--- src/dccpg_pkg.sv ---
// ----------------------------------------------------------------------------
// dccpg_pkg
// Shared types and constants of the DCC packet generator: command and symbol
// codes, the cell payload and the frame load bundle.
// ----------------------------------------------------------------------------
package dccpg_pkg;

    localparam int PREAMBLE_LEN_DEF = 16;
    // a start symbol before each of three bytes and the check byte, then end and cutout, or the
    // short layout padded to the same length
    localparam int TAIL_LEN         = 38;

    localparam logic [7:0]  REPEAT_RESET = 8'd3;
    // byte 0 in the lowest bits: FF 00 FF FF
    localparam logic [31:0] IDLE_BYTES   = 32'hFFFF_00FF;
    localparam logic [31:0] RESET_BYTES  = 32'hFF00_0000;

    typedef enum logic [2:0] {
        CMD_SLOT  = 3'd0,
        CMD_START = 3'd1,
        CMD_STOP  = 3'd2,
        CMD_RESET = 3'd3,
        CMD_SHORT = 3'd4,
        CMD_EXT   = 3'd5
    } cmd_t;

    typedef enum logic [2:0] {
        SYM_ZERO   = 3'd0,
        SYM_ONE    = 3'd1,
        SYM_START  = 3'd2,
        SYM_END    = 3'd3,
        SYM_CUTOUT = 3'd4
    } sym_t;

    typedef struct packed {
        logic        valid;
        sym_t        sym;
        logic        te;
        logic        last;
    } cell_t;

    typedef struct packed {
        logic        load;
        logic [31:0] bytes;
        logic        ext;
        logic        te;
    } load_t;

endpackage

--- src/dccpg_cell.sv ---
// ----------------------------------------------------------------------------
// dccpg_cell
// One symbol position of the frame chain. Loads its own symbol from the
// packet bytes, or takes the symbol of its upstream neighbour on advance.
// ----------------------------------------------------------------------------
module dccpg_cell #(
    parameter int IDX          = 0,
    parameter int PREAMBLE_LEN = dccpg_pkg::PREAMBLE_LEN_DEF
) (
    input  logic             aclk,
    input  logic             aresetn,
    input  dccpg_pkg::load_t ld,
    input  logic             advance,
    input  dccpg_pkg::cell_t nbr,
    output dccpg_pkg::cell_t q
);

    localparam int FRAME_LEN = PREAMBLE_LEN + dccpg_pkg::TAIL_LEN;
    localparam int P   = IDX - PREAMBLE_LEN;
    localparam int SEG = (P >= 0) ? P / 9 : 0;
    localparam int BIT = (P >= 0) ? P % 9 : 0;
    localparam int BI  = (P >= 0 && P < 36 && BIT != 0) ? SEG * 8 + 8 - BIT : 0;

    logic             valid_reg, valid_next;
    dccpg_pkg::sym_t  sym_reg, sym_next;
    logic             te_reg, te_next;
    logic             last_reg, last_next;
    dccpg_pkg::sym_t  load_sym;
    logic             short_tail;

    always_comb begin
        short_tail = (SEG == 3) && !ld.ext;
        if (P < 0) begin
            load_sym = dccpg_pkg::SYM_ONE;
        end else if (P < 36) begin
            if (BIT == 0) begin
                load_sym = short_tail ? dccpg_pkg::SYM_END : dccpg_pkg::SYM_START;
            end else if (short_tail) begin
                load_sym = (P == 28) ? dccpg_pkg::SYM_CUTOUT : dccpg_pkg::SYM_ONE;
            end else begin
                load_sym = ld.bytes[BI] ? dccpg_pkg::SYM_ONE : dccpg_pkg::SYM_ZERO;
            end
        end else if (P == 36) begin
            load_sym = dccpg_pkg::SYM_END;
        end else begin
            load_sym = ld.ext ? dccpg_pkg::SYM_CUTOUT : dccpg_pkg::SYM_END;
        end
    end

    always_comb begin
        valid_next = valid_reg;
        sym_next   = sym_reg;
        te_next    = te_reg;
        last_next  = last_reg;
        if (ld.load) begin
            valid_next = 1'b1;
            sym_next   = load_sym;
            te_next    = ld.te;
            last_next  = (IDX == FRAME_LEN - 1);
        end else if (advance) begin
            // take the neighbour's symbol, the far end fills with empty cells
            valid_next = nbr.valid;
            sym_next   = nbr.sym;
            te_next    = nbr.te;
            last_next  = nbr.last;
        end
    end

    always_ff @(posedge aclk) begin
        if (!aresetn) begin
            valid_reg <= 1'b0;
        end else begin
            valid_reg <= valid_next;
        end
        sym_reg  <= sym_next;
        te_reg   <= te_next;
        last_reg <= last_next;
    end

    assign q = '{valid: valid_reg, sym: sym_reg, te: te_reg, last: last_reg};

endmodule

--- src/dccpg_ctrl.sv ---
// ----------------------------------------------------------------------------
// dccpg_ctrl
// Command decoder and packet state: output on/off, work packet, repeats.
// Issues a frame load to the cell chain for every slot item while on.
// ----------------------------------------------------------------------------
module dccpg_ctrl (
    input  logic             aclk,
    input  logic             aresetn,
    input  logic             cfg_wr_en,
    input  logic [7:0]       cfg_wr_data,
    input  logic             accept,
    input  logic [2:0]       cmd,
    input  logic [7:0]       address,
    input  logic [7:0]       data0,
    input  logic [7:0]       data1,
    output dccpg_pkg::load_t ld
);

    logic [7:0]  repeat_count_reg, repeat_count_next;
    logic        output_on_reg, output_on_next;
    logic        pending_reg, pending_next;
    logic        ext_reg, ext_next;
    logic [7:0]  repeats_left_reg, repeats_left_next;
    logic [31:0] bytes_reg, bytes_next;
    logic        rearm;

    always_comb begin
        repeat_count_next = cfg_wr_en ? cfg_wr_data : repeat_count_reg;
        output_on_next    = output_on_reg;
        pending_next      = pending_reg;
        ext_next          = ext_reg;
        repeats_left_next = repeats_left_reg;
        bytes_next        = bytes_reg;
        rearm             = 1'b0;

        ld.load  = 1'b0;
        ld.bytes = pending_reg ? bytes_reg : dccpg_pkg::IDLE_BYTES;
        ld.ext   = pending_reg && ext_reg;
        ld.te    = pending_reg;

        if (accept) begin
            unique case (cmd)
                dccpg_pkg::CMD_SLOT: begin
                    if (output_on_reg) begin
                        ld.load = 1'b1;
                        if (pending_reg) begin
                            if (repeats_left_reg != 8'd0) begin
                                repeats_left_next = repeats_left_reg - 8'd1;
                            end else begin
                                pending_next = 1'b0;
                            end
                        end else begin
                            ext_next = 1'b0;
                        end
                    end
                end
                dccpg_pkg::CMD_START: begin
                    output_on_next = 1'b1;
                    rearm          = 1'b1;
                end
                dccpg_pkg::CMD_STOP: begin
                    output_on_next = 1'b0;
                    rearm          = 1'b1;
                end
                dccpg_pkg::CMD_RESET: begin
                    bytes_next = dccpg_pkg::RESET_BYTES;
                    ext_next   = 1'b0;
                    rearm      = 1'b1;
                end
                dccpg_pkg::CMD_SHORT: begin
                    bytes_next = {8'hFF, address ^ data0, data0, address};
                    ext_next   = 1'b0;
                    rearm      = 1'b1;
                end
                dccpg_pkg::CMD_EXT: begin
                    bytes_next = {address ^ data0 ^ data1, data1, data0, address};
                    ext_next   = 1'b1;
                    rearm      = 1'b1;
                end
                default: begin
                    // unused codes: drop
                end
            endcase
        end

        if (rearm) begin
            repeats_left_next = repeat_count_reg;
            pending_next      = 1'b1;
        end
    end

    always_ff @(posedge aclk) begin
        if (!aresetn) begin
            repeat_count_reg <= dccpg_pkg::REPEAT_RESET;
            output_on_reg    <= 1'b0;
            pending_reg      <= 1'b0;
            ext_reg          <= 1'b0;
            repeats_left_reg <= 8'd0;
            bytes_reg        <= dccpg_pkg::IDLE_BYTES;
        end else begin
            repeat_count_reg <= repeat_count_next;
            output_on_reg    <= output_on_next;
            pending_reg      <= pending_next;
            ext_reg          <= ext_next;
            repeats_left_reg <= repeats_left_next;
            bytes_reg        <= bytes_next;
        end
    end

endmodule

--- src/dcc_packet_generator_unit.sv ---
// A slot item accepted at one edge shows its first symbol on m_ in the next cycle.
// Throughput: one symbol per cycle while m_tready is high, from a symbol chain of
// PREAMBLE_LEN+38 cells holding one slot frame. Items are taken whenever the chain is
// empty or holds only the final symbol being taken; command items then pass one per cycle.
// Reset (aresetn low, synchronous): chain emptied, output off, idle packet loaded,
// repeat_count back to 3.
// ----------------------------------------------------------------------------
// dcc_packet_generator_unit
// DCC packet encoder: command decoder feeding a chain of symbol cells that
// shifts one line symbol per cycle towards the result channel while m_tready is high.
// ----------------------------------------------------------------------------
module dcc_packet_generator_unit #(
    parameter int PREAMBLE_LEN = dccpg_pkg::PREAMBLE_LEN_DEF
) (
    input  logic        aclk,
    input  logic        aresetn,
    input  logic        cfg_wr_en,
    input  logic [7:0]  cfg_wr_data,   // repeat_count
    input  logic        s_tvalid,
    output logic        s_tready,
    input  logic [31:0] s_tdata,       // cmd[2:0], address[10:3], data0[18:11], data1[26:19]
    output logic        m_tvalid,
    input  logic        m_tready,
    output logic [7:0]  m_tdata,       // symbol[2:0], cutout_gate[3], track_enable[4]
    output logic        m_tlast
);

    localparam int FRAME_LEN = PREAMBLE_LEN + dccpg_pkg::TAIL_LEN;

    dccpg_pkg::cell_t chain [FRAME_LEN+1];
    dccpg_pkg::load_t ld;
    logic             advance;
    logic             accept;

    assign advance  = chain[0].valid && m_tready;
    assign s_tready = !chain[0].valid || (!chain[1].valid && m_tready);
    assign accept   = s_tvalid && s_tready;

    assign chain[FRAME_LEN] = '{valid: 1'b0, sym: dccpg_pkg::SYM_ONE, te: 1'b0, last: 1'b0};

    dccpg_ctrl u_ctrl (
        .aclk        (aclk),
        .aresetn     (aresetn),
        .cfg_wr_en   (cfg_wr_en),
        .cfg_wr_data (cfg_wr_data),
        .accept      (accept),
        .cmd         (s_tdata[2:0]),
        .address     (s_tdata[10:3]),
        .data0       (s_tdata[18:11]),
        .data1       (s_tdata[26:19]),
        .ld          (ld)
    );

    for (genvar i = 0; i < FRAME_LEN; i++) begin : g_cell
        dccpg_cell #(
            .IDX          (i),
            .PREAMBLE_LEN (PREAMBLE_LEN)
        ) u_cell (
            .aclk    (aclk),
            .aresetn (aresetn),
            .ld      (ld),
            .advance (advance),
            .nbr     (chain[i+1]),
            .q       (chain[i])
        );
    end

    assign m_tvalid = chain[0].valid;
    assign m_tlast  = chain[0].last;
    assign m_tdata  = {3'b000, chain[0].te, chain[0].sym == dccpg_pkg::SYM_CUTOUT,
                       chain[0].sym};

    a_load_free: assert property (@(posedge aclk) disable iff (!aresetn)
        ld.load |-> (!chain[0].valid || (!chain[1].valid && m_tready)))
        else $error("frame loaded over symbols still waiting");

    a_last_alone: assert property (@(posedge aclk) disable iff (!aresetn)
        (chain[0].valid && chain[0].last) |-> !chain[1].valid)
        else $error("symbols queued behind the final symbol of a frame");

    a_no_gap: assert property (@(posedge aclk) disable iff (!aresetn)
        (advance && !chain[0].last) |=> m_tvalid)
        else $error("frame broken before its final symbol");

    a_empty_ready: assert property (@(posedge aclk) disable iff (!aresetn)
        !m_tvalid |-> s_tready)
        else $error("input stalled with an empty chain");

endmodule

--- config.mk ---
export PLATFORM = sky130hd
export DESIGN_NAME = dcc_packet_generator_unit
export DESIGN_NICKNAME = d
export VERILOG_FILES = /design/src/dccpg_pkg.sv /design/src/dccpg_cell.sv /design/src/dccpg_ctrl.sv /design/src/dcc_packet_generator_unit.sv
export SDC_FILE = /design/constraint.sdc
export NUM_CORES = 1
export LEC_CHECK = 0
export ABC_AREA = 1
export CAP_MARGIN = 20
export CORE_ASPECT_RATIO = 0.6
export CORE_MARGIN = 2
export CORE_UTILIZATION = 60
export CTS_BUF_LIST = sky130_fd_sc_hd__clkbuf_8 sky130_fd_sc_hd__clkbuf_16
export CTS_CLUSTER_SIZE = 10
export DETAILED_ROUTE_END_ITERATION = 10
export DONT_BUFFER_PORTS = 1
export PLACE_DENSITY_LB_ADDON = 0.1
export SLEW_MARGIN = 20
export SYNTH_ARGS = -nofsm -noshare
export SYNTH_HDL_FRONTEND = slang
export SYNTH_SLANG_ARGS = --single-unit
export TNS_END_PERCENT = 1
--- constraint.sdc ---
create_clock -name aclk -period 4.35 [get_ports aclk]
set_clock_uncertainty 0.2 [all_clocks]
set_input_delay 0.2175 -clock aclk [delete_from_list [all_inputs] [get_ports aclk]]
set_output_delay 0.2175 -clock aclk [all_outputs]
set_load 0.1 [all_outputs]
==> results of run 1 <==
-- final timing paths --
kind	from	end	slack, ns
worst min register to register	g_cell[26].u_cell.sym_reg[0]$_DFFE_PP_	g_cell[25].u_cell.sym_reg[0]$_SDFFE_PP0P_	0.25
worst max-delay path	g_cell[0].u_cell.valid_reg$_SDFFE_PN0P_	u_ctrl.bytes_reg[31]$_SDFFE_PN1P_	0.44
worst max register to register	g_cell[0].u_cell.valid_reg$_SDFFE_PN0P_	u_ctrl.bytes_reg[31]$_SDFFE_PN1P_	0.44
worst min-delay path	s_tdata[2]	u_ctrl.bytes_reg[23]$_SDFFE_PN1P_	0.06
-- layer usage --
metal | track usage, % | up-vias
li1 | - | 4862
met3 | 4.83 | 55
met5 | 0 | -
met2 | 31.8 | 235
met4 | 8.04 | 0
met1 | 30.9 | 4444
-- layout by cell type, fill, tap and decap left out, drive strengths merged --
cell	n
xnor2	9
clkinvlp	1
edfxtp	156
conb	3
nor3	3
nand3	31
nor2	228
o22a	16
a21oi	39
diode	1
xor2	1
clkbuf	45
a22o	7
and2	3
ha	2
clkinv	2
a22oi	19
inv	239
buf	13
or2	1
o211ai	5
nand2	252
o21ai	89
dlygate4sd3	71
nand4	4
o22ai	83
dfxtp	219
-- synth_stat cells, types with 5 or more instances --
master / n / share of area (%)
sky130_fd_sc_hd__o22a_1: 16 / 1.0
sky130_fd_sc_hd__a22o_1: 7 / 0.44
sky130_fd_sc_hd__nand3_1: 31 / 1.1
sky130_fd_sc_hd__nand2_1: 247 / 6.6
sky130_fd_sc_hd__a21oi_1: 38 / 1.4
sky130_fd_sc_hd__buf_4: 13 / 0.69
sky130_fd_sc_hd__edfxtp_1: 156 / 33
sky130_fd_sc_hd__dfxtp_1: 219 / 31
sky130_fd_sc_hd__clkbuf_1: 24 / 0.64
sky130_fd_sc_hd__a22oi_1: 19 / 1.0
sky130_fd_sc_hd__inv_1: 212 / 5.7
sky130_fd_sc_hd__buf_2: 43 / 1.5
sky130_fd_sc_hd__o211ai_1: 5 / 0.27
sky130_fd_sc_hd__o22ai_1: 83 / 3.7
sky130_fd_sc_hd__xnor2_1: 9 / 0.56
sky130_fd_sc_hd__nor2_1: 223 / 6.0
sky130_fd_sc_hd__o21ai_0: 85 / 3.0
sky130_fd_sc_hd__inv_2: 6 / 0.16
-- area by class of cell --
cell class	count	area share, %
Timing Repair Buffer	85	5.44
Clock buffer	44	6.82
Sequential cell	375	56.2
Clock inverter	23	0.666
Inverter	219	5.09
Tap cell	315	2.44
Antenna cell	1	0.0155
Multi-Input combinational cell	795	23.4
-- power by group through the flow --
stage | combinational (mW) | sequential, mW | clock (mW)
after CTS | 0.529 | 3.97 | 3.17
final | 0.534 | 3.97 | 3.11
after floorplan | 0.420 | 3.99 | 0
after global routing | 0.608 | 3.99 | 3.34
after detailed placement | 0.451 | 4.04 | 0
after global placement | 0.430 | 4.04 | 0
-- stage by stage --
stage / setup slack [ns] / util [%] / hold slack, ns / std cells
after floorplan: 0.0118 / - / 0.144 / 1472
after global placement: 1.26 / 61.6 / 0.110 / 1717
after detailed placement: 1.26 / 61.6 / 0.114 / 1717
after CTS: 0.456 / 70.1 / 0.0399 / 1856
after global routing: 0.196 / 70.1 / 0.0902 / 1856
final: 0.442 / 70.1 / 0.0569 / 1857
-- timing repair --
action                                 CTS  global route
setup buffers                            0             0
hold buffers                            72             0
resized for setup                        0             0
endpoints found under the hold margin  110             0
-- worst register-to-register path, stage by stage (launching register included) --
cell,delay [ns]
sky130_fd_sc_hd__dfxtp_1,1.04
sky130_fd_sc_hd__nand2_1,0.12
sky130_fd_sc_hd__buf_4,0.29
sky130_fd_sc_hd__nand3_1,0.15
sky130_fd_sc_hd__inv_2,0.06
sky130_fd_sc_hd__nand2_1,0.34
sky130_fd_sc_hd__inv_2,0.25
sky130_fd_sc_hd__o21ai_0,0.16
sky130_fd_sc_hd__dlygate4sd3_1,0.58
sky130_fd_sc_hd__nand3_1,0.06
sky130_fd_sc_hd__dlygate4sd3_1,0.56
-- kinds of logic after synthesis --
group | count (synthesis) | share of synthesized area, %
XOR/XNOR | 10 | 0.623
adder cells (fa/ha/maj) | 2 | 0.178
flip-flops | 375 | 64.5
other | 1 | 0.0267
AO/OA/AOI/OAI | 258 | 11.0
AND/OR/NAND/NOR | 522 | 14.8
buffers and inverters | 302 | 8.85
==> results.txt, run 1 <==
Summed over all nets, the half-perimeter wirelength after detailed placement is 13,500 um. The placer congestion estimate came out at approximately 0.85. The post-route met1 wirelength is between 10,000 and 15,000 um.

The overall routing resource usage came out at a little over a fifth. The leakage power came out at 7.53 nW. The flip-flop and latch count after synthesis is 375.

The number of warnings printed during yosys synthesis is 0. Entering global routing, the biggest net connects 96 pins. The critical path class is flip-flop to flip-flop.

Signal routing reaches up to met4. The worst setup path is captured at a flip-flop. The portion of total power attributed to the clock network came out at 40.8%. The net switching share of the total power is a little under a quarter. STA classifies the critical path startpoint as a flip-flop. The average instance in the mapped netlist occupies 9.56 um2. The horizontal die dimension is 202 um.

The die is 123 um tall. The transition at the pin with the smallest max-transition slack is 1.09 ns. The maximum level of the CTS H-tree is 2. During placement, the flow inserted port buffers numbering 0. The clock root buffer is sky130_fd_sc_hd__clkbuf_16. After routing the design area is 16,100 um2. The routed wire length is around 26,000 um. The sequential-to-total area share from yosys stat is 64.5%.

The flow ran to the end, and the final reports show no timing, DRC or antenna violations. The DRC violation count after routing came out at 0. The area taken by flip-flops and latches came out at 9070 um2.

The net count of the finished layout is 1,566. The post-synth design cell area is 14,000 um2. The first-pass iteration count of the detailed router came out at 7. The average routed wire per standard cell came out at 13.7 um. The largest incremental delay on the critical path came out at 1.04 ns. The cell area after placement came out at 14,200 um2. The shortest period the worst path allows came out at about 3.9 ns. TritonCTS built the clock tree. The insertion delay of the later-clocked pin in the worst-skew pair is 0.54 ns.

The full die area came out at 24,700 um2. The worst-case headroom to the max-slew limit came out at 27.1%. The sequential fraction of design power came out at between 50% and 60%.

The number of global-route vias before repair came out at between 9,000 and 10,000. The netlist uses 35 different library cells. For this configuration, the core starts out at a cell density of roughly three fifths.

The share of layout cells above drive strength 1 came out at 5.32%. The critical path depth came out at 10. The number of synthesized flops with an enable pin came out at around 160. Setup violations remaining at the end of the flow were counted as 0. Combinational logic burns under 10% of the power. The number of max-slew violations in the final report is 0. The proportion of register bits with asynchronous set or reset after synthesis is 0%. Setup repair after global routing left no endpoint under its margin. Grouping stages by cell kind, the critical path spends the most delay in buffers and inverters. The depth of the worst register-to-register path came out at 10.

The internal portion of the total power is 5.89 mW. The total power after layout is 7.61 mW. The routed length on met2 came out at 10,900 um.

In this run, the number of DRC markers left after iteration 0 of detailed routing was 826. The cell type of the slowest stage on the worst timing path is sky130_fd_sc_hd__dfxtp_1. The critical path required time came out at between 4 and 5 ns. Using the TritonRoute via totals, the vias-per-cell ratio works out to a little over 5.

The critical path contains buffers and inverters numbering 5 combined. The core box area came out at 23,000 um2. The clock edge transition at the registers on the reported setup and hold paths came out at ~0.060 ns. The final cycle utilization of the critical path came out at 89.8%. The maximum clock insertion buffer count came out at 3. The routed layout has between 9,000 and 10,000 vias. Across the run, the number of max-cap violations was 0. In this run the worst hold path is classified as input port to flip-flop. The initial antenna violation count is 1. The first global-routing pass estimated 43,300 um of wire. The sum of met3 wire segment lengths after detailed routing is 1600 um. The most used flip-flop cell after synthesis is sky130_fd_sc_hd__dfxtp_1. The number of cell rows is 43. The total CTS buffers is 43. The total power divided by cell area is approximately 470 nW/um2.

The critical path goes through nand2_1 -> buf_4 -> nand3_1 -> inv_2 -> nand2_1 -> inv_2 -> o21ai_0 -> dlygate4sd3_1 -> nand3_1 -> dlygate4sd3_1. The residual antenna-violating net count after detailed routing is 0. Pin placement for this block handled 56 I/O pins. The final setup TNS came out at 0 ns. The register with the most flip-flops in the layout has 162 of them. The final hold violation count came out at 0.

The net switching power of the design is between 1.5 and 2 mW. The post-synthesis instance total is 1,470. The total overflow left after global routing is 0. The number of filler cells placed in the layout is approximately 1,800. Clock tree synthesis found a total of approximately 380 sinks.

The synthesis-to-layout area growth came out at 14.9%. The area used by multi-input combinational logic is 3770 um2. The largest driver fanout on the critical path came out at 18. For the worst setup path, the data arrival time is slightly above 4 ns. Static timing analysis puts the maximum clock frequency at ~260 MHz. The worst hold path was traced through 4 stages.

The worst vdd rail ir drop is roughly 0.00028 V.
No activity file was read; power rests on OpenSTA's default activity.
==> run 2: changes to the inputs <==
--- a/config.mk
+++ b/config.mk
@@ -7,9 +7,11 @@
 export LEC_CHECK = 0
 export ABC_AREA = 1
 export CAP_MARGIN = 20
+export CELL_PAD_IN_SITES_DETAIL_PLACEMENT = 0
+export CELL_PAD_IN_SITES_GLOBAL_PLACEMENT = 1
 export CORE_ASPECT_RATIO = 0.6
 export CORE_MARGIN = 2
-export CORE_UTILIZATION = 60
+export CORE_UTILIZATION = 44
 export CTS_BUF_LIST = sky130_fd_sc_hd__clkbuf_8 sky130_fd_sc_hd__clkbuf_16
 export CTS_CLUSTER_SIZE = 10
 export DETAILED_ROUTE_END_ITERATION = 10
==> constraint.sdc (replaced) <==
create_clock -name aclk -period 3.2 [get_ports aclk]
set_clock_uncertainty 0.2 [all_clocks]
set_input_delay 0.16 -clock aclk [delete_from_list [all_inputs] [get_ports aclk]]
set_output_delay 0.16 -clock aclk [all_outputs]
set_load 0.1 [all_outputs]
==> run 2 against run 1 <==
Net effect:
- via count fell by 1.8%
- routed wire length is 4.0% higher
- non-clock buffer count up 11
- global-route usage fell by 5.0 points
- register-to-register slack lost 0.20 ns
- clock power is 38% higher
- critical endpoint is now u_ctrl.bytes_reg[6]$_SDFFE_PN1P_
- largest cell class unchanged
- largest power group unchanged
- highest routed layer is now met5
==> results.txt, run 2 (synthesized netlist as in run 1, its figures left out) <==
The transition at the pin with the smallest max-transition slack came out at ~1 ns. In this run the tightest slew margin relative to its limit is around 34%. The endpoint of the most critical setup path is u_ctrl.bytes_reg[6]$_SDFFE_PN1P_. The clock root buffer is sky130_fd_sc_hd__clkbuf_16.

The depth of the worst register-to-register path is 9. The first detailed-routing pass took 5 iterations. The startpoint identified for the worst register-to-register timing path is g_cell[1].u_cell.valid_reg$_SDFFE_PN0P_. The path class of the tightest hold or removal check is input port to flip-flop. The worst setup path is captured at a flip-flop. The residual antenna-violating net count after detailed routing is 0. The initial antenna violation count came to 3. The cell area after layout came out at 16,400 um2.

The average routed wire per standard cell is about 13 um. Entering global routing, the biggest net connects 96 pins. Setup repair after global routing left no endpoint under its margin.

The register-to-register path setup slack came out at 0.24 ns. The number of filler cells placed in the layout is between 2,000 and 3,000. The launch point of the critical path is g_cell[1].u_cell.valid_reg$_SDFFE_PN0P_. The number of max-slew violations in the final report came out at 0. Across all layers, the routed design uses 9,428 vias.

The final cell utilization of the core came out at 52.4%. After the first detailed-routing iteration, the DRC count stood at 594. Buffers placed on the I/O ports in this run total 0.

The analysis attributes to net switching a power of 2.37 mW. In the global route stage, overall resource usage came out at ~16%. The critical path required time came out at 3.47 ns. Leaving out fill and tap cells, the most frequent cell in the layout is sky130_fd_sc_hd__nand2_1.

The remaining global-route overflow came out at 0. The first-pass GRT wire length came out at 45,500 um. The maximum clock insertion buffer count came out at 3. The final number of setup-violating endpoints came out at 0. Dividing total power by cell area gives a power density of about 640 nW/um2. The synthesis-to-layout area growth came out at 16.7%. The worst-case hold slack is 0.0971 ns. The flow ran to the end, and the final reports show no timing, DRC or antenna violations.

The clock sink total came out at between 300 and 400. The final hold violation count came out at 0. The die covers 33,400 um2. The portion of total power attributed to the clock network came out at 41.1%. The vertical die dimension came out at roughly 140 um.

At the later pin of the worst-skew pair, clock insertion delay measures 0.53 ns. The number of global-route vias before repair is 9,050. The total I/O pin count is 56. Cell internal power was estimated by the tool at 8.05 mW. STA classifies the critical path startpoint as a flip-flop. The placer congestion estimate came out at 0.753. Cells with a size suffix above 1 make up slightly above 6% of the layout. The number of cell rows is 50. The die is 235 um wide. The maximum level of the CTS H-tree came out at 2. TritonCTS built the clock tree.

The tool flagged a number of max-cap violations equal to 0. The routed wire length is roughly 27,000 um. Derived from the worst setup path, the maximum achievable clock frequency is 338 MHz. The clock period could shrink to 2.96 ns. Across the VDD grid, the largest voltage drop is 0.000348 V.

The sequential fraction of design power came out at 51.4%. The fraction of power consumed by combinational cells came out at 7.5%. The detailed-route vias per instance is 4.78. In this run the cell area measured after placement is 14,500 um2. The worst register-to-register path ends at u_ctrl.bytes_reg[6]$_SDFFE_PN1P_. Detailed placement ended at an HPWL of 15,000 um. TritonCTS created between 40 and 50 clock buffers. The largest driver fanout on the critical path is 16. The DRC violation count after routing is 0. For this design the static power due to leakage is around 7.6 nW. The clock edge transition at the registers on the reported setup and hold paths is 0.05 ns. In this run the standard cell core region covers 31,300 um2.

Leaving out fill and tap cells, the most frequent cells in the layout are 246 x sky130_fd_sc_hd__nand2_1, 238 x sky130_fd_sc_hd__inv_1, 223 x sky130_fd_sc_hd__nor2_1. STA puts the critical path data arrival time at roughly 3.2 ns. The register with the most flip-flops in the layout has 162 of them. The net count of the finished layout is 1,577. The setup path with the least slack is of type flip-flop to flip-flop. The initial utilization of the core area, before any placement, comes to 44.9%.

The final cycle utilization of the critical path is 92.6%. The net switching share of the total power came out at ~23%.
-- run 2: cell types whose count changed in the layout (fill, tap and decap cells not counted), moves of 3 or more --
| cell | change |
|---|---|
| sky130_fd_sc_hd__buf_12 | +3 |
| sky130_fd_sc_hd__buf_4 | +11 |
| sky130_fd_sc_hd__dlygate4sd3_1 | -3 |
| sky130_fd_sc_hd__inv_1 | +6 |
-- run 2: worst min-delay path by stage --
| stage | from | endpoint | cells after the start |
|---|---|---|---|
| after floorplan | cfg_wr_data[0] | u_ctrl.repeat_count_reg[0]$_SDFFE_PN1P_ | 2 |
| after global placement | aresetn | u_ctrl.bytes_reg[24]$_SDFFE_PN1P_ | 1 |
| after detailed placement | aresetn | u_ctrl.repeat_count_reg[1]$_SDFFE_PN1P_ | 1 |
| after CTS | cfg_wr_en | u_ctrl.repeat_count_reg[0]$_SDFFE_PN1P_ | 3 |
| after global routing | cfg_wr_en | u_ctrl.repeat_count_reg[0]$_SDFFE_PN1P_ | 3 |
| final | cfg_wr_en | u_ctrl.repeat_count_reg[0]$_SDFFE_PN1P_ | 3 |
-- run 2: worst max-delay path: stages (launching register included) --
cell and delay [ns]:
sky130_fd_sc_hd__dfxtp_1 0.30, sky130_fd_sc_hd__inv_1 0.06, sky130_fd_sc_hd__nand2_1 0.08, sky130_fd_sc_hd__nand2_1 0.15
sky130_fd_sc_hd__nand2_1 0.18, sky130_fd_sc_hd__nor2_2 0.61, sky130_fd_sc_hd__nand2_1 0.08, sky130_fd_sc_hd__dlygate4sd3_1 0.58
sky130_fd_sc_hd__nand3_1 0.09, sky130_fd_sc_hd__dlygate4sd3_1 0.57
-- run 2: metal layers --
layer	wire length (um)	part of all wire [%]	track usage [%]
met2	10900	41	24.7
met3	1230	4.6	3.72
met4	488	1.8	4.46
met1	13900	53	23.8
met5	11	0.041	0
-- run 2: power groups by stage --
stage                     Combinational [mW]  Clock (mW)  Sequential (mW)
after floorplan                        0.571           0             5.43
after global placement                 0.661           0             5.44
after detailed placement               0.678           0             5.45
after CTS                              0.783        4.42             5.35
after global routing                   0.887        4.64             5.38
final                                  0.781        4.28             5.35
-- run 2: cell type report --
class / count / area (um2) / area share, %
Multi-Input combinational cell: 795 / 3770 / 23.0
Timing Repair Buffer: 96 / 991 / 6.04
Tap cell: 416 / 520 / 3.18
Clock buffer: 43 / 1080 / 6.56
Inverter: 219 / 825 / 5.03
Clock inverter: 28 / 136 / 0.832
Sequential cell: 375 / 9070 / 55.3
Antenna cell: 2 / 5.00 / 0.0305
-- run 2: timing repair --
item,CTS,global route
hold endpoints to repair,109,0
hold buffers,69,0
resized for setup,0,1
setup endpoints to repair,0,1
setup buffers,0,0
-- run 2: metrics by stage --
step | TNS (ns) | setup WS, ns | power, mW | instances
floorplan | -3.22 | -0.139 | 6.00 | 1472
global placement | 0 | 0.687 | 6.10 | 1832
detailed placement | 0 | 0.649 | 6.13 | 1832
CTS | 0 | 0.167 | 10.6 | 1972
global route | 0 | 0.00892 | 10.9 | 1973
finish | 0 | 0.238 | 10.4 | 1974
==> run 3: changes to the inputs <==
--- a/config.mk
+++ b/config.mk
@@ -17,6 +17,7 @@
 export DETAILED_ROUTE_END_ITERATION = 10
 export DONT_BUFFER_PORTS = 1
 export PLACE_DENSITY_LB_ADDON = 0.1
+export SETUP_SLACK_MARGIN = 0.4
 export SLEW_MARGIN = 20
 export SYNTH_ARGS = -nofsm -noshare
 export SYNTH_HDL_FRONTEND = slang
==> run 3 against run 2 <==
Net effect:
- via count increased by 1.2%
- die area unchanged
- non-clock buffer count up 7
- routed wire length up 2.1%
- largest cell class unchanged
- combinational power hardly changed
- power grew 0.26%
- the flow now finishes with violations (negative hold slack)
- register-to-register slack improved by 0.39 ns
- first-iteration DRC count grew 3.4%
- cell count up 0.25%
- sequential share of layout area shrank 0.34 points
- setup slack gained 0.39 ns
- final area is 0.66% higher
==> results.txt, run 3 (synthesized netlist as in run 1, its figures left out) <==
The total power divided by cell area came out at 632 nW/um2. The share of total power dissipated in combinational logic is 7.5%. The clock edge transition at the registers on the reported setup and hold paths is 0.06 ns.

The cell area after placement is ~14,000 um2. The first global-routing pass estimated 45,000 um of wire. The net switching share of the total power came out at between 20% and 30%. The residual antenna-violating net count after detailed routing came out at 0. The count of port buffers added during placement is 0. The first-pass iteration count of the detailed router is 5. The H-tree was split into 2 levels.

The full die area is 33,400 um2. The vertical die dimension came out at between 100 and 150 um. At the later pin of the worst-skew pair, clock insertion delay measures 0.53 ns. The beginning of the worst register-to-register path is g_cell[0].u_cell.valid_reg$_SDFFE_PN0P_.

The library cells used most frequently in the layout, excluding fill and tap cells, are 245 x sky130_fd_sc_hd__nand2_1, 234 x sky130_fd_sc_hd__inv_1, 223 x sky130_fd_sc_hd__nor2_1. The number of global-route vias before repair came out at slightly below 9,000. Relative to the synthesized area, the layout overhead comes to 17.5%. The pin count of the biggest net entering global routing came out at between 90 and 100. The number of filler cells placed in the layout came out at 2,901.

The average routed wire per standard cell is 13.7 um. Timing would allow up to 388 MHz. The run finished, with violations left. Summing over every cut layer, the via total after detailed routing is 9,540. The cell area after layout came out at ~17,000 um2. The DRC violation count after routing came out at 0. The final cycle utilization of the critical path came out at 80.5%. The min-delay analysis places its worst path in the category input port to flip-flop. On the critical path the largest part of the delay comes from buffers and inverters. The number of max-slew violations in the final report came to 0. Setup total negative slack on the finished layout was measured at 0 ns.

The net switching power of the design came out at 2.38 mW. Across all hold checks on the routed design, the worst slack comes to -0.0479 ns. The core box area came out at 31,300 um2. The number of violations of the max-capacitance limit came out at 0. The initial antenna violation count came out at 3. The horizontal die dimension came out at 235 um. The net count of the finished layout is 1,584. The share of layout cells above drive strength 1 is 6.15%. In this run the worst setup path begins at g_cell[0].u_cell.valid_reg$_SDFFE_PN0P_.

The worst setup path is of the flip-flop to flip-flop kind. The portion of total power attributed to the clock network is 41.3%. The sequential fraction of design power is 51.2%.

The congestion estimate from routability-driven global placement came to 0.786. The kind of capture point of the worst setup path is a flip-flop. The total CTS buffers came out at 43.

The remaining global-route overflow came out at 0. Setup repair after global routing left no endpoint under its margin. The critical path depth is 10. CTS placed an instance of sky130_fd_sc_hd__clkbuf_16 at the clock tree root.

The worst setup margin came out at 0.624 ns. The final number of setup-violating endpoints came out at 0. Summed over all cells, the static leakage comes to 7.65 nW. Using the TritonRoute via totals, the vias-per-cell ratio works out to 4.82. The register-to-register path setup slack is between 0.6 and 0.7 ns. Walking the worst path, the cells encountered are nand2_2 -> buf_4 -> nand3_1 -> inv_2 -> nand2_1 -> buf_4 -> inv_4 -> nand2_1 -> nand3_1 -> dlygate4sd3_1. Counting both buffers and inverters, the worst setup path holds a total of 5. The shortest period the worst path allows is 2.58 ns. The critical path required time is 3.48 ns. The routed wire length is 27,100 um. The worst slack at placement is 0.623 ns. For this design, the sink count on the clock tree is 375.

The total power after layout came out at 10.4 mW. The number of DRC markers after the initial detailed-route iteration is 614. For the worst flop-to-flop path, the logic depth is 10. In this run the critical register-to-register path is captured at u_ctrl.bytes_reg[22]$_SDFFE_PN1P_.

The final reports fail on negative hold slack. The worst setup path is launched from a flip-flop. TritonCTS built the clock tree. The largest incremental delay on the critical path is roughly 0.55 ns.

The final HPWL from detailed placement came out at ~15,000 um. The number of cell rows came out at 50. The data arrival time of the worst path is roughly 2.9 ns. The endpoint of the most critical setup path is u_ctrl.bytes_reg[22]$_SDFFE_PN1P_. The effective utilization at floorplan is 44.9%. The internal portion of the total power is 8.06 mW. The transition at the pin with the smallest max-transition slack came out at 0.993 ns. The cell type of the slowest stage on the worst timing path is sky130_fd_sc_hd__dlygate4sd3_1. The overall routing resource usage came out at 16.2%. The number of flip-flops under the largest register name came out at 162. The worst-case headroom to the max-slew limit came out at 33.7%. In this run the deepest clock path goes through 3 buffers. The total I/O pin count is 56. The worst vdd rail ir drop is 0.000345 V. Of all nets on the critical path, the largest fanout is 18. The library cell used most frequently in the layout, excluding fill and tap cells, is sky130_fd_sc_hd__nand2_1. The final hold violation count is 4.
[run 3: cell count changes in the layout (fill, tap and decap cells not counted), moves of 2 or more]
| cell | change |
|---|---|
| sky130_fd_sc_hd__dlygate4sd3_1 | +9 |
| sky130_fd_sc_hd__buf_4 | -4 |
| sky130_fd_sc_hd__clkinvlp_4 | +2 |
| sky130_fd_sc_hd__inv_1 | -4 |
| sky130_fd_sc_hd__clkbuf_16 | +2 |
[run 3: routing by layer]
layer	routed length, um	track usage, %
met2	11000	23.3
met3	1360	3.92
met5	11	0
met4	423	4.33
met1	14300	24.4
[run 3: power groups by stage]
stage          Clock (mW)  Combinational [mW]  Sequential [mW]
2_1_floorplan           0               0.571             5.43
3_3_place_gp            0               0.659             5.44
3_5_place_dp            0               0.673             5.45
4_1_cts              4.45               0.776             5.35
5_1_grt              4.65               0.885             5.37
6_report             4.31               0.783             5.35
[run 3: worst register-to-register path: stages (launching register included)]
cell and delay (ns):
sky130_fd_sc_hd__dfxtp_4 0.46, sky130_fd_sc_hd__nand2_2 0.12, sky130_fd_sc_hd__buf_4 0.32, sky130_fd_sc_hd__nand3_1 0.17
sky130_fd_sc_hd__inv_2 0.10, sky130_fd_sc_hd__nand2_1 0.07, sky130_fd_sc_hd__buf_4 0.21, sky130_fd_sc_hd__inv_4 0.17
sky130_fd_sc_hd__nand2_1 0.09, sky130_fd_sc_hd__nand3_1 0.07, sky130_fd_sc_hd__dlygate4sd3_1 0.55
[run 3: metrics by stage]
stage	util [%]	std cells
global placement	46.1	1825
detailed placement	46.1	1825
global route	52.7	1978
CTS	52.5	1970
finish	52.8	1979
floorplan	-	1472
[run 3: how the worst min path moves through the flow]
| stage | from | endpoint | slack [ns] | cells after the start |
|---|---|---|---|---|
| 2_1_floorplan | cfg_wr_data[0] | u_ctrl.repeat_count_reg[0]$_SDFFE_PN1P_ | 0.09 | 2 |
| 3_3_place_gp | aresetn | u_ctrl.repeat_count_reg[1]$_SDFFE_PN1P_ | 0.05 | 1 |
| 3_5_place_dp | aresetn | u_ctrl.repeat_count_reg[0]$_SDFFE_PN1P_ | 0.05 | 1 |
| 4_1_cts | s_tdata[2] | u_ctrl.repeats_left_reg[7]$_SDFFE_PN0P_ | 0.005 | 6 |
| 5_1_grt | s_tdata[1] | u_ctrl.bytes_reg[30]$_SDFFE_PN1P_ | 0.01 | 6 |
| 6_report | s_tdata[1] | u_ctrl.bytes_reg[31]$_SDFFE_PN1P_ | -0.05 | 6 |
[run 3: timing repair]
item,in CTS,in global routing
hold endpoints to repair,111,3
setup buffers,0,5
setup endpoints to repair,0,1
hold buffers,76,3
resized for setup,0,5
[run 3: cell type report]
type	instances	area, um2	share of cell area [%]
timing repair buffer	103	1080	6.56
clock inverter	24	93.8	0.569
sequential	375	9070	55.0
multi-input combinational	795	3770	22.9
antenna	2	5.00	0.0303
inverter	219	828	5.02
tap	416	520	3.15
clock buffer	45	1130	6.82
